$ cat config.mk
export PLATFORM = sky130hd
export DESIGN_NAME = signed_number_to_seven_segment
export DESIGN_NICKNAME = d
export VERILOG_FILES = /design/src/rtl/snss_pkg.sv /design/src/rtl/snss_format.sv /design/src/rtl/signed_number_to_seven_segment.sv
export SDC_FILE = /design/constraint.sdc
export NUM_CORES = 1
export LEC_CHECK = 0
export ABC_AREA = 1
export BUFFER_PORTS_ARGS = -buffer_cell sky130_fd_sc_hd__buf_2
export CAP_MARGIN = 20
export CORE_ASPECT_RATIO = 1.1
export CORE_MARGIN = 4
export CORE_UTILIZATION = 39
export CTS_CLUSTER_DIAMETER = 100
export CTS_CLUSTER_SIZE = 40
export DETAILED_ROUTE_END_ITERATION = 7
export PLACE_DENSITY_LB_ADDON = 0.3
export REMOVE_ABC_BUFFERS = 1
export SLEW_MARGIN = 15
export SYNTH_ARGS = -nofsm -noshare
export SYNTH_HDL_FRONTEND = slang
export SYNTH_SLANG_ARGS = --single-unit
$ cat constraint.sdc
create_clock -name aclk -period 9.12 [get_ports aclk]
set_clock_uncertainty 0.1 [all_clocks]
set_input_delay 1.824 -clock aclk [delete_from_list [all_inputs] [get_ports aclk]]
set_output_delay 1.824 -clock aclk [all_outputs]
set_load 0.005 [all_outputs]
$ cat src/rtl/snss_pkg.sv
`timescale 1ns / 1ps

package snss_pkg;

    localparam int NUM_DIGITS = 4;

    localparam logic [7:0] SEG_BLANK = 8'h00;
    localparam logic [7:0] SEG_DASH  = 8'h40;

    // One formatting request as carried on the input channel
    typedef struct packed {
        logic        allow_minus;
        logic        show_leading_zeros;
        logic [1:0]  start_digit;
        logic [2:0]  field_length;
        logic signed [15:0] number;
    } item_t;

    // Segment bytes, index 0 is the leftmost digit
    typedef logic [NUM_DIGITS-1:0][7:0] segs_t;

    // Segment pattern of one decimal digit, 0bGFEDCBA
    function automatic logic [7:0] digit_segments(input logic [3:0] d);
        logic [7:0] seg;
        unique case (d)
            4'd0:    seg = 8'h3F;
            4'd1:    seg = 8'h06;
            4'd2:    seg = 8'h5B;
            4'd3:    seg = 8'h4F;
            4'd4:    seg = 8'h66;
            4'd5:    seg = 8'h6D;
            4'd6:    seg = 8'h7D;
            4'd7:    seg = 8'h07;
            4'd8:    seg = 8'h7F;
            4'd9:    seg = 8'h6F;
            default: seg = SEG_BLANK;
        endcase
        return seg;
    endfunction

endpackage

$ cat src/rtl/snss_format.sv
`timescale 1ns / 1ps

module snss_format
    import snss_pkg::*;
(
    input  item_t item,
    output segs_t segs
);

    // Powers of ten indexed by digit count
    localparam logic [4:0][15:0] POW10 = {16'd10000, 16'd1000, 16'd100, 16'd10, 16'd1};

    // Reciprocal constants, exact for magnitudes up to 32768
    localparam logic [31:0] RECIP_10    = 32'd52429;
    localparam logic [31:0] RECIP_100   = 32'd41944;
    localparam logic [31:0] RECIP_1000  = 32'd33555;
    localparam logic [31:0] RECIP_10000 = 32'd26844;

    logic [15:0] raw;
    logic        neg;
    logic [15:0] mag;
    logic [2:0]  len_clamp;
    logic [2:0]  room;
    logic [2:0]  len;
    logic [2:0]  pos3;
    logic [2:0]  end3;
    logic        ovf;
    logic [31:0] prod1, prod2, prod3, prod4;
    logic [4:0][15:0] q;
    logic [3:0][3:0]  dig;

    assign raw = item.number;
    assign neg = raw[15] & item.allow_minus;

    always_comb begin
        if (raw[15]) begin
            mag = item.allow_minus ? (~raw + 16'd1) : 16'd0;
        end else begin
            mag = raw;
        end
    end

    // Field placement: clamp to four digits, then cut at the right edge
    assign len_clamp = (item.field_length > 3'd4) ? 3'd4 : item.field_length;
    assign room      = 3'd4 - {1'b0, item.start_digit};
    assign len       = (len_clamp > room) ? room : len_clamp;
    assign pos3      = {1'b0, item.start_digit};
    assign end3      = pos3 + len;

    // Quotients by constant powers of ten, all in parallel
    assign prod1 = {16'd0, mag} * RECIP_10;
    assign prod2 = {16'd0, mag} * RECIP_100;
    assign prod3 = {16'd0, mag} * RECIP_1000;
    assign prod4 = {16'd0, mag} * RECIP_10000;

    assign q[0] = mag;
    assign q[1] = {3'd0,  prod1[31:19]};
    assign q[2] = {6'd0,  prod2[31:22]};
    assign q[3] = {9'd0,  prod3[31:25]};
    assign q[4] = {12'd0, prod4[31:28]};

    always_comb begin
        logic [15:0] diff;
        for (int j = 0; j < NUM_DIGITS; j++) begin
            diff   = q[j] - ({q[j+1][12:0], 3'd0} + {q[j+1][14:0], 1'b0});
            dig[j] = diff[3:0];
        end
    end

    // Magnitude needs more digits than the field holds
    assign ovf = (mag >= POW10[len]);

    always_comb begin
        logic [2:0] p3;
        logic [2:0] off3;
        logic [1:0] j;
        logic       blank;
        for (int p = 0; p < NUM_DIGITS; p++) begin
            p3    = 3'(p);
            off3  = end3 - 3'd1 - p3;
            j     = off3[1:0];
            blank = (j != 2'd0) && !item.show_leading_zeros && (mag < POW10[{1'b0, j}]);
            if ((p3 >= pos3) && (p3 < end3)) begin
                if (ovf) begin
                    segs[p] = SEG_DASH;
                end else if (blank) begin
                    segs[p] = SEG_BLANK;
                end else begin
                    segs[p] = digit_segments(dig[j]);
                end
                if (neg && (p3 == pos3)) begin
                    segs[p] = SEG_DASH;
                end
            end else begin
                segs[p] = SEG_BLANK;
            end
        end
    end

endmodule

$ cat src/rtl/signed_number_to_seven_segment.sv
`timescale 1ns / 1ps
// An accepted item passes the input register, then the result register; the
//   formatter between them is a single combinational pass.
// Throughput: one item per cycle while the output is not back-pressured.
// Reset: aresetn is synchronous and active low; it clears both valid flags only,
//   payload registers keep whatever they held.

module signed_number_to_seven_segment
    import snss_pkg::*;
(
    input  logic        aclk,
    input  logic        aresetn,

    input  logic        s_tvalid,
    output logic        s_tready,
    // [15:0] number, [18:16] field_length, [20:19] start_digit,
    // [21] show_leading_zeros, [22] allow_minus, [23] zero pad
    input  logic [23:0] s_tdata,

    output logic        m_tvalid,
    input  logic        m_tready,
    // [7:0] segments_digit0, [15:8] segments_digit1,
    // [23:16] segments_digit2, [31:24] segments_digit3
    output logic [31:0] m_tdata
);

    // Input stage
    logic  in_valid_reg, in_valid_next;
    item_t in_item_reg;
    item_t s_item;

    // Result stage
    logic  out_valid_reg, out_valid_next;
    segs_t out_segs_reg;
    segs_t fmt_segs;

    // The result register frees up when empty or when its transfer completes
    logic advance;

    assign s_item = item_t'(s_tdata[22:0]);

    assign advance  = !out_valid_reg || m_tready;
    assign s_tready = !in_valid_reg || advance;

    always_comb begin
        in_valid_next = s_tready ? s_tvalid : in_valid_reg;
        out_valid_next = advance ? in_valid_reg : out_valid_reg;
    end

    always_ff @(posedge aclk) begin
        if (!aresetn) begin
            in_valid_reg  <= 1'b0;
            out_valid_reg <= 1'b0;
        end else begin
            in_valid_reg  <= in_valid_next;
            out_valid_reg <= out_valid_next;
        end
    end

    // Payload registers, no reset
    always_ff @(posedge aclk) begin
        if (s_tvalid && s_tready) begin
            in_item_reg <= s_item;
        end
        if (advance && in_valid_reg) begin
            out_segs_reg <= fmt_segs;
        end
    end

    // Placement, decimal conversion and segment lookup in one pass
    snss_format u_format (
        .item (in_item_reg),
        .segs (fmt_segs)
    );

    assign m_tvalid = out_valid_reg;
    assign m_tdata  = out_segs_reg;

`ifndef SYNTH
    // A held input item moves into the result register once it frees up
    assert property (@(posedge aclk) disable iff (!aresetn)
        (in_valid_reg && advance) |=> m_tvalid)
        else $error("input item not moved to result register");

    // A blocked input item is neither lost nor overwritten
    assert property (@(posedge aclk) disable iff (!aresetn)
        (in_valid_reg && !advance) |=> (in_valid_reg && $stable(in_item_reg)))
        else $error("blocked input item changed");

    // Backpressure on the input only when both stages are full
    assert property (@(posedge aclk) disable iff (!aresetn)
        !s_tready |-> (in_valid_reg && out_valid_reg && !m_tready))
        else $error("input stalled with room available");

    // Segment bytes never light the spare bit
    assert property (@(posedge aclk) disable iff (!aresetn)
        m_tvalid |-> (!m_tdata[7] && !m_tdata[15] && !m_tdata[23] && !m_tdata[31]))
        else $error("bit 7 set in a segment byte");
`endif

endmodule

### Word-level counts from Yosys, hierarchy flattened

Memories as Yosys holds them, arrays and structs flattened.
Index checks and enable logic that the tools add are counted.

| word-level totals | value |
|---|---|
| output and inout port bits | 34 |
| register bits | 57 |
| memories kept | 5 |
| ROM bits | 576 |
| input port bits | 28 |
| word-level logic and storage cells | 137 |

| operators by class | value |
|---|---|
| add/subtract/negate cells | 15 |
| $mul | 4 |
| magnitude comparators | 24 |
| bitwise logic cells | 6 |
| multiplexer cells | 33 |
| reduce and logical (&&, ||, !) cells | 32 |
| equality and inequality tests | 3 |

Memories:

| memory | words | width | rd ports | clocked after memory_dff | wr ports | RTL line | source |
|---|---|---|---|---|---|---|---|
| (no name shown) | 8 | 16 | 1 | 0 | 0 | snss_format.sv:71 | `assign ovf = (mag >= POW10[len]);` |
| (no name shown) | 16 | 7 | 1 | 0 | 0 | snss_pkg.sv:25 | `unique case (d)` |
| (no name shown) | 16 | 7 | 1 | 0 | 0 | snss_pkg.sv:25 |  |
| (no name shown) | 16 | 7 | 1 | 0 | 0 | snss_pkg.sv:25 |  |
| (no name shown) | 16 | 7 | 1 | 0 | 0 | snss_pkg.sv:25 |  |

Operators by type and width:

| kind | count |
|---|---|
| $bmux W16 S2 | 4 |
| $mux W16 | 7 |
| $mux W7 | 12 |
| $lt A16 B16 Y1 | 4 |
| $bmux W4 S2 | 4 |
| $mul A16 B13 Y29 const B | 1 |
| $mul A16 B16 Y29 const B | 1 |
| $mul A16 B13 Y23 const B | 1 |
| $mul A16 B16 Y23 const B | 1 |
| $logic_and A1 B1 Y1 | 18 |
| $add A16 B1 Y16 const B | 1 |
| $add A4 B4 Y4 | 4 |
| $ge A16 B16 Y1 | 1 |
| $lt A2 B4 Y1 const B | 4 |
| $mux W4 | 4 |
| $not A16 Y16 | 1 |
| $reduce_or A4 Y1 | 4 |
| $sub A4 B4 Y4 | 4 |
| $lt A2 B3 Y1 const B | 4 |
| $reduce_bool A2 Y1 | 4 |
| $lt A1 B3 Y1 const A | 2 |
| $lt A2 B3 Y1 const A | 2 |
| $mux W3 | 2 |
| $eq A2 B2 Y1 const A | 2 |
| other kinds (15) | 25 |

### Depth between registers and ports, before layout

Gate-level depths: netlist (run 1).

| logic depth | value |
|---|---|
| word-level depth | 14 |
| depth in mapped cells | 46 |
| mapped depth without buffers | 46 |

### Cells and area by module

Synthesis (run 1) repeated with hierarchy kept, for this count alone.

| second synthesis, totals | value |
|---|---|
| cells, all modules | 2428 |
| area total of the unflattened synthesis | 19656.4 sq um |

Modules (own cells, without submodules):

| module | instances | cells an instance | area each (sq um) | sequential area each (sq um) |
|---|---|---|---|---|
| snss_format | 1 | 2360 | 17909.7 | 0.0 |
| signed_number_to_seven_segment | 1 | 68 | 1746.7 | 1691.6 |

### Least setup slack after synthesis (run 1)

OpenSTA, ideal clock, no wires.

| timing path | value |
|---|---|
| kind | register to register |
| start | register in_item_reg[0] (netlist bit) |
| end | register out_segs_reg, in the netlist m_tdata[3] (data pin) |
| path buffers | 0 |
| data required time | 8.766 ns |
| path slack | 1.074 ns |
| stages on the path, launching flop included | 39 |
| data arrival time | 7.692 ns |
| library setup time | 0.254 ns |
| cell sequence | edfxtp_1 -> inv_2 -> ha_1 -> nand4_1 -> nor2_1 -> inv_2 -> nor2_4 -> nand3_1 -> o21ai_0 -> inv_1 -> nand2_1 -> nand2_1 -> nor2_1 -> inv_1 -> ha_1 -> ha_1 -> fa_1 -> fa_1 -> (+3 left out) -> inv_1 -> ha_1 -> nand2_1 -> nor3_1 -> nor3b_2 -> nand4_1 -> nand3_1 -> xnor2_1 -> ha_1 -> xor2_1 -> o21ai_0 -> nand2_1 -> nand2_1 -> inv_1 -> nand2_1 -> nand3_2 -> nand2_2 -> nor2_1 |

| on the way | value |
|---|---|
| word-level cells in the longest chain between the ends | 10 |
| elaborated cells on any way between the ends | 23 |

RTL lines:

| element | RTL line | source |
|---|---|---|
| start, declared | signed_number_to_seven_segment.sv:29 | `item_t in_item_reg;` |
| start signal, assigned | signed_number_to_seven_segment.sv:63 | `in_item_reg <= s_item;` |
| $not A16 Y16 | snss_format.sv:37 | `mag = item.allow_minus ? (~raw + 16'd1) : 16'd0;` |
| $add A16 B1 Y16 | snss_format.sv:37 |  |
| $mux W16 | snss_format.sv:37 |  |
| $mux W16 * | snss_format.sv:36 | `if (raw[15]) begin` |
| $mul A16 B16 Y23, or another cell as far along | snss_format.sv:51 | `assign prod1 = {16'd0, mag} * RECIP_10;` |
| $add A4 B4 Y4 | snss_format.sv:65 | `diff = q[j] - ({q[j+1][12:0], 3'd0} + {q[j+1][14:0], 1'b0});` |
| $sub A4 B4 Y4 | snss_format.sv:65 |  |
| $bmux W4 S2 | snss_format.sv:89 | `segs[p] = digit_segments(dig[j]);` |
| $mux W4 (not written as such) | snss_format.sv:89 |  |
| $mem_v2 Z16 W7 | - |  |
| end signal, assigned | signed_number_to_seven_segment.sv:66 | `out_segs_reg <= fmt_segs;` |
| end, declared | signed_number_to_seven_segment.sv:34 | `segs_t out_segs_reg;` |

Mark *: on every way between the ends. The rest lies on a longest branch, timed or not. The select of a mux whose other input is x is not followed.
A chain may end at the register's enable or synchronous reset.

### Final worst setup path (run 1)

| timing path | value |
|---|---|
| start | register in_item_reg[15] (netlist bit) |
| end | register out_segs_reg, in the netlist m_tdata[9] (data pin) |

| on the way | value |
|---|---|
| word-level cells in the longest chain between the ends | 10 |
| elaborated cells on any way between the ends | 25 |

RTL lines:

| element | RTL line |
|---|---|
| $not A16 Y16 | snss_format.sv:37 |
| $add A16 B1 Y16 | snss_format.sv:37 |
| $mux W16 | snss_format.sv:37 |
| $mux W16 | snss_format.sv:36 |
| $mul A16 B16 Y23, or another cell as far along | snss_format.sv:51 |
| $add A4 B4 Y4 | snss_format.sv:65 |
| $sub A4 B4 Y4 | snss_format.sv:65 |
| $bmux W4 S2 | snss_format.sv:89 |
| $mux W4 (not written as such) | snss_format.sv:89 |
| $mem_v2 Z16 W7 | - |

Parallel ways exist; a longest one is shown, timed or not. The select of a mux whose other input is x is not followed.

==> flow_summary_export.csv, run 1 <==
group,metric,value,unit
logic_synthesis,syn_area_per_cell,8.128,um2
floorplanning,die_h,242.2,um
logic_synthesis,yosys-top-cells-area,"ha_1 (27%), fa_1 (26%), inv_1 (13%)",
cts,hold_buffers,0,
critical_path,critPathArrivalTime,8550,ps
critical_path,cp_slowest_stage_delay,640,ps
logic_synthesis,synth_ff_type,"edfxtp_1",
route,first_pass_iters,7,
job,maxCapViolations,0,
hold_path,hp-class,"flop to flop",
global_routing,grt_pass1_wl,85530,um
cts,clk_pin_slew_worst_paths,80,ps
route,drt_iter0_drc,856,
cts,root_buffer,"clkbuf_16",
sta,finalCritPeriodShare,94.29,%
placed_design,globalplace.congestion,0.9827,
floorplanning,dieArea,53490,um2
route,finalWirelength,53200,um
placed_design,port_buffers,56,
global_routing,grt_pass1_vias,16260,
sta,setup_viol,0,
floorplanning,num_rows,85,
logic_synthesis,synth_area,19440,um2
logic_synthesis,yosysSeqAreaShare,8.083,%
layout,area_growth,7.839,%
cts,clockBufferDepth,2,
route,drc,0,
layout,final_nets,3189,
logic_synthesis,yosysTopAreaCellShare,27.22,%
critical_path,r2r_slack,520,ps
sta,fin_setup_tns,0,ps
cts,cts_tree,"done",
logic_synthesis,synth-async-reset-ratio,0,%
placed_design,dp_hpwl,46760,um
critical_path,r2r-start,"in_item_reg[15]$_DFFE_PP_",
logic_synthesis,synth_cell_type_count,48,
critical_path,cp_data_required_time,9070,ps
route,antenna_left,0,
critical_path,startpoint_type,"flop",
floorplanning,start_util,39.57,%
logic_synthesis,syn_inst,2392,
cts,cts_num_sinks,53,
cts,cts_resized,0,
global_routing,antenna_found_initial,0,
logic_synthesis,synth_edf_count,51,
global_routing,grt_overflow,0,
critical_path,path_max_fanout,14,
cts,post-cts-setup-buffers,0,
logic_synthesis,synth_top_area_cell,"ha_1",
cts,htreeDepth,2,
sta,maxSlewViolCount,0,
critical_path,critPathKind,"flop to flop",
global_routing,grt_max_degree,29,
cts,clock_latency,310,ps
hold_path,hold_path_startpoint,"in_valid_reg$_SDFFE_PN0N_",
sta,fmax,0.1163,GHz
sta,grt_setup_unrepaired,"no",
critical_path,cpMaxStageDelayCell,"edfxtp_1",
critical_path,rr_worst_depth,31,
critical_path,end_kind,"flop",
layout,n_antenna_cell,0,
route,num_vias,15730,
sta,relSlewSlack,37.91,%
hold_path,min_to,"m_tvalid$_SDFFE_PN0P_",
floorplanning,die_w,220.9,um
logic_synthesis,ys_warn_count,0,
hold_path,whs_path_depth,2,
route,wl_per_cell,16.94,um
floorplanning,ioPinCount,62,
sta,period_needed,8599,ps
global_routing,track_usage,19.88,%
cts,cts_made_buffers,5,
critical_path,rr_endpoint,"m_tdata[9]$_SDFFCE_PP0P_",
outcome,status,"complete, no violations",
floorplanning,core_area,49130,um2
layout,largest_reg_flops,28,
sta,hold_viol,0,
route,viasPerCell,5.008,
sta,tightest_slew,931.3,ps
layout,drive_gt1_share,9.000,%
logic_synthesis,synth.ff_latch_count,53,
-- cells by family after synthesis --
logic type / Yosys count / synth area share [%]
simple gates: 720 / 17.35
flops: 53 / 8.083
buf+inv: 679 / 13.23
other cells: 1 / 0.01929
xor+xnor: 36 / 1.622
compound gates: 228 / 6.629
fa+ha+maj: 673 / 52.96
mux: 2 / 0.1030
-- cells in the mapped netlist (all sizes together) (3+ instances only) --
master  count
a21o       13
a21oi     105
a31oi       6
buf         9
clkbuf      4
edfxtp     51
fa        250
ha        423
inv       666
nand2     393
nand3     118
nand3b      4
nand4      18
nor2      145
nor3       25
nor3b       4
nor4       10
o211ai      8
o21a        7
o21ai      68
o21bai      7
o31ai       3
or2         3
xnor2      11
xor2       25
-- worst max-delay path: cells and delay by family, from the launching register on --
family | cells | cell delay (ps)
simple gates | 13 | 1930
buf+inv | 6 | 960
xor+xnor | 2 | 290
compound gates | 2 | 700
flops | 1 | 640
fa+ha+maj | 8 | 3700
-- worst max path at each step --
stage	start	endpoint	slack, ps	cells past startpoint
after floorplan	in_item_reg[0]$_DFFE_PP_	m_tdata[3]$_SDFFCE_PP0P_	1070	38
after global placement	in_item_reg[15]$_DFFE_PP_	m_tdata[11]$_SDFFCE_PP0P_	730	31
after detailed placement	in_item_reg[15]$_DFFE_PP_	m_tdata[9]$_SDFFCE_PP0P_	670	33
after CTS	in_item_reg[15]$_DFFE_PP_	m_tdata[9]$_SDFFCE_PP0P_	630	33
after global routing	in_item_reg[4]$_DFFE_PP_	m_tdata[6]$_SDFFCE_PN0P_	60	37
final	in_item_reg[15]$_DFFE_PP_	m_tdata[9]$_SDFFCE_PP0P_	520	31
-- cell type report --
class	count	area [um2]
Fill cell	5083	28170
Multi-Input combinational cell	1663	15330
Clock buffer	5	125.1
Sequential cell	53	1572
Clock inverter	3	25.02
Inverter	666	2500
Timing Repair Buffer	99	603.1
Tap cell	652	815.8
-- per-stage QoR --
| stage | hold slack [ps] | instances | area, um2 | util (%) | setup WS (ps) |
|---|---|---|---|---|---|
| after CTS | 408.5 | 3141 | 20970 | 42.67 | 629.8 |
| after floorplan | 347.3 | 2382 | 19380 | - | 1072 |
| after global placement | 373.9 | 3133 | 20820 | 42.37 | 729.7 |
| after global routing | 428.6 | 3141 | 20970 | 42.67 | 60.67 |
| after detailed placement | 394.0 | 3133 | 20820 | 42.37 | 669.6 |
| final | 406.0 | 3141 | 20970 | 42.67 | 521.2 |
-- per-layer routing --
layer	track usage, %	vias to the layer above	share of wire, %	wire (um)
met2	36.09	422	50	26670
met1	24.71	7563	41	21910
met3	2.036	107	4.7	2519
met4	6.554	0	3.9	2096
met5	0	-	0	0
li1	-	7638	-	-
-- cell usage in the layout (no fill, tap or decap), drive strengths merged, types with 18 or more instances in the layout --
master,Yosys,layout
inv,666,667
ha,423,423
nand2,393,393
fa,250,250
nor2,145,145
nand3,118,118
a21oi,105,105
buf,9,99
o21ai,68,68
edfxtp,51,51
xor2,25,25
nor3,25,25
nand4,18,18
Power of run 1 is left out: the tool's default activity adds up to more than one toggle a clock period on the data nets, which glitch-free logic cannot reach.
==> run 2: changes to the inputs <==
--- a/config.mk
+++ b/config.mk
@@ -16,5 +16,4 @@
 export DETAILED_ROUTE_END_ITERATION = 7
 export PLACE_DENSITY_LB_ADDON = 0.3
-export REMOVE_ABC_BUFFERS = 1
 export SLEW_MARGIN = 15
 export SYNTH_ARGS = -nofsm -noshare
--- a/constraint.sdc
+++ b/constraint.sdc
@@ -3,3 +3,3 @@
 set_input_delay 1.824 -clock aclk [delete_from_list [all_inputs] [get_ports aclk]]
 set_output_delay 1.824 -clock aclk [all_outputs]
-set_load 0.005 [all_outputs]
+set_load 0.02 [all_outputs]
==> flow_summary_export.csv, run 2 (synthesized netlist as in run 1, its figures left out) <==
group,metric,value,unit
floorplanning,num_rows,85,
critical_path,cp_data_required_time,9060,ps
critical_path,path_max_fanout,7,
sta,hold-worst-slack,388.7,ps
layout,final_common_cell,"inv_1",
layout,final_nets,3188,
placed_design,globalplace.congestion,0.9561,
floorplanning,dieArea,53490,um2
sta,relSlewSlack,37.87,%
global_routing,grt_max_degree,29,
floorplanning,die_w,220.9,um
sta,grt_setup_unrepaired,"no",
floorplanning,die_h,242.2,um
critical_path,cpMaxStageDelayCell,"nor3b_2",
critical_path,cp_slowest_stage_delay,540,ps
sta,fmax,0.1165,GHz
sta,setup_viol,0,
critical_path,startpoint_type,"flop",
job,maxCapViolations,0,
sta,tightest_slew,931.9,ps
global_routing,grt_pass1_vias,16240,
hold_path,hp-class,"flop to flop",
cts,clockBufferDepth,2,
critical_path,end_kind,"flop",
route,antenna_left,0,
global_routing,grt_pass1_wl,85290,um
sta,finalCritPeriodShare,94.10,%
floorplanning,start_util,39.57,%
critical_path,critPathArrivalTime,8530,ps
placed_design,port_buffers,56,
layout,drive_gt1_share,8.963,%
global_routing,grt_overflow,0,
critical_path,critPathKind,"flop to flop",
route,viasPerCell,4.954,
cts,htreeDepth,2,
route,first_pass_iters,6,
sta,maxSlewViolCount,0,
layout,regArea,1572,um2
route,finalWirelength,53030,um
cts,cts_made_buffers,5,
critical_path,crit_path_frequent_cell,"inv_1",
global_routing,track_usage,19.84,%
cts,clock_latency,300,ps
sta,period_needed,8582,ps
sta,hold_viol,0,
route,wl_per_cell,16.89,um
cts,root_buffer,"clkbuf_16",
cts,cts_num_sinks,53,
global_routing,antenna_found_initial,0,
sta,fin_setup_tns,0,ps
floorplanning,core_area,49130,um2
cts,clk_pin_slew_worst_paths,70,ps
layout,fillCellCount,5031,
placed_design,dp_hpwl,46380,um
layout,largest_reg_flops,28,
layout,final_cell_mix,"inv_1 (648), ha_1 (422), nand2_1 (357)",
layout,multi_input_area,15330,um2
layout,area_growth,7.774,%
cts,cts_tree,"done",
cts,hold_buffers,0,
route,drt_iter0_drc,853,
route,num_vias,15560,
floorplanning,ioPinCount,62,
layout,n_antenna_cell,0,
outcome,status,"complete, no violations",
route,drc,0,
-- run 2: timing repair --
item	in CTS	in global routing
endpoints found under the setup margin	0	5
buffers inserted	0	0
resized for setup	0	2
-- run 2: critical path: cells and delay by family, from the launching register on --
kind | cells | cell delay, ps
compound gates | 6 | 1250
xor+xnor | 2 | 470
fa+ha+maj | 7 | 3210
buf+inv | 7 | 760
flops | 1 | 440
simple gates | 15 | 2070
-- run 2: metrics by stage --
step / cells / util [%] / setup slack, ps / instance area [um2]
final: 3140 / 42.65 / 538.2 / 20950
after global routing: 3140 / 42.65 / 12.52 / 20950
after CTS: 3140 / 42.64 / 534.6 / 20950
after detailed placement: 3132 / 42.35 / 543.2 / 20810
after global placement: 3132 / 42.35 / 628.0 / 20810
after floorplan: 2395 / - / 1074 / 19450
-- run 2: path summary, 6_finish.rpt --
kind,from,endpoint,slack (ps),cells after the start
setup / recovery,in_item_reg[1]$_DFFE_PP_,m_tdata[6]$_SDFFCE_PN0P_,540,37
hold reg to reg,in_valid_reg$_SDFFE_PN0N_,m_tvalid$_SDFFE_PN0P_,390,2
hold / removal,in_valid_reg$_SDFFE_PN0N_,m_tvalid$_SDFFE_PN0P_,390,2
setup reg to reg,in_item_reg[1]$_DFFE_PP_,m_tdata[6]$_SDFFCE_PN0P_,540,37
-- run 2: metal layers --
metal,wire length (um),global-route usage [%]
met2,26820,36.53
met4,1685,5.691
met3,2216,2.315
met1,22310,24.42
met5,0,0
-- run 2: final cells by class --
cell class,count,area share [%]
multi-input combinational,1663,73.15
sequential,53,7.500
timing repair buffer,98,2.842
tap,652,3.893
clock inverter,3,0.08360
clock buffer,5,0.5971
inverter,666,11.93
Power of run 2 is left out for the same reason.
==> run 3: changes to the inputs <==
CORE_UTILIZATION = 66   (was 39)
==> flow_summary_export.csv, run 3 (synthesized netlist as in run 1, its figures left out) <==
group,metric,value,unit
global_routing,grt_pass1_wl,81540,um
sta,relSlewSlack,36.86,%
cts,root_buffer,"clkbuf_16",
sta,timing.final.ws_setup,404.5,ps
critical_path,critPathKind,"flop to flop",
layout,fin_cells,2852,
route,num_vias,16040,
critical_path,cp_num_buf_inv,9,
sta,tightest_slew,923.2,ps
placed_design,pre_cts_ws,561.0,ps
placed_design,dp_cells,2839,
critical_path,path_depth,40,
cts,hold_buffers,0,
global_routing,grt_pass1_vias,16130,
floorplanning,ioPinCount,62,
floorplanning,dieArea,32270,um2
sta,maxSlewViolCount,0,
critical_path,cp_slowest_stage_delay,730,ps
job,maxCapViolations,0,
critical_path,crit_path_frequent_cell,"nand2_1",
critical_path,startpoint_type,"flop",
sta,hold_viol,0,
sta,setup_viol,0,
critical_path,r2r-start,"in_item_reg[0]$_DFFE_PP_",
layout,area_growth,5.818,%
placed_design,port_buffers,56,
cts,post-cts-setup-buffers,0,
floorplanning,start_util,67.34,%
global_routing,track_usage,32.17,%
cts,clk_pin_slew_worst_paths,80,ps
global_routing,grt_max_degree,29,
critical_path,rr_worst_depth,40,
critical_path,endpoint,"m_tdata[6]$_SDFFCE_PN0P_",
floorplanning,die_w,171.6,um
layout,largest_reg_flops,28,
route,finalWirelength,51040,um
route,viasPerCell,5.626,
sta,finalCritPeriodShare,95.56,%
layout,fillCellCount,2293,
floorplanning,num_rows,65,
critical_path,r2r_slack,400,ps
hold_path,hp-class,"flop to flop",
cts,clock_latency,300,ps
global_routing,antenna_found_initial,0,
cts,cts_num_sinks,53,
route,first_pass_iters,7,
route,drt_iter0_drc,928,
sta,period_needed,8715,ps
layout,final_cell_mix,"inv_1 (648), ha_1 (423), nand2_1 (357)",
critical_path,startpoint,"in_item_reg[0]$_DFFE_PP_",
route,wl_per_cell,17.90,um
cts,clockBufferDepth,2,
critical_path,end_kind,"flop",
layout,fin_util,71.26,%
critical_path,cp_data_required_time,9060,ps
sta,grt_setup_unrepaired,"no",
floorplanning,die_h,188.0,um
route,antenna_left,0,
layout,drive_gt1_share,8.816,%
placed_design,globalplace.congestion,0.9943,
critical_path,rr_endpoint,"m_tdata[6]$_SDFFCE_PN0P_",
cts,cts_tree,"done",
sta,fmax,0.1147,GHz
critical_path,critical-path-top-delay-family,"adder cells",
layout,final_nets,3184,
sta,fin_setup_tns,0,ps
floorplanning,core_area,28870,um2
layout,n_antenna_cell,0,
global_routing,grt_overflow,0,
outcome,status,"complete, no violations",
critical_path,critPathArrivalTime,8650,ps
critical_path,cpMaxStageDelayCell,"a2111oi_0",
critical_path,path_max_fanout,7,
cts,htreeDepth,2,
layout,final_common_cell,"inv_1",
placed_design,dp_hpwl,44200,um
cts,cts_made_buffers,5,
cts,cts_resized,0,
route,drc,0,
==> run 3: cell count changes in the layout (fill, tap and decap cells not counted), sizes merged <==
cell and delta:
clkinvlp +1, clkinv -2, inv +1, buf -4
==> run 3: worst reg2reg max path, delay by kind of cell (launching register included) <==
kind / cells / cell delay (ps)
compound gates: 6 / 1730
simple gates: 15 / 1650
fa+ha+maj: 8 / 3300
xor+xnor: 2 / 450
buf+inv: 9 / 750
flops: 1 / 440
==> run 3: how the worst min path moves through the flow <==
stage                                    startpoint                    end  slack (ps)  cells past startpoint
after detailed placement  in_valid_reg$_SDFFE_PN0N_  m_tvalid$_SDFFE_PN0P_         380                      2
after CTS                 in_valid_reg$_SDFFE_PN0N_  m_tvalid$_SDFFE_PN0P_         390                      2
after global placement    in_valid_reg$_SDFFE_PN0N_  m_tvalid$_SDFFE_PN0P_         370                      2
after floorplan           in_valid_reg$_SDFFE_PN0N_  m_tvalid$_SDFFE_PN0P_         350                      2
after global routing      in_valid_reg$_SDFFE_PN0N_  m_tvalid$_SDFFE_PN0P_         440                      2
final                     in_valid_reg$_SDFFE_PN0N_  m_tvalid$_SDFFE_PN0P_         390                      2
==> run 3: final cells by class <==
| cell class | instances | area (um2) | share of cell area [%] |
|---|---|---|---|
| clock buffer | 5 | 125.1 | 0.6082 |
| clock inverter | 3 | 25.02 | 0.1216 |
| inverter | 666 | 2500 | 12.15 |
| multi-input combinational | 1663 | 15330 | 74.49 |
| sequential | 53 | 1572 | 7.639 |
| tap | 368 | 460.4 | 2.238 |
| timing repair buffer | 94 | 565.5 | 2.749 |
==> run 3: per-stage QoR <==
| step | hold slack [ps] | cell area, um2 |
|---|---|---|
| finish | 393.3 | 20570 |
| detailed placement | 378.2 | 20390 |
| CTS | 391.6 | 20540 |
| global placement | 372.7 | 20390 |
| global route | 439.7 | 20570 |
| floorplan | 347.3 | 19450 |
==> run 3: per-layer routing <==
layer  GRT usage (%)  wire, um  vias to the layer above
met1           39.59     19570                     7650
li1                -         -                     7638
met3           4.723      3720                      153
met2           56.08     25250                      603
met4           13.29      2503                        0
met5               0         0                        -
Power of run 3 is left out for the same reason.
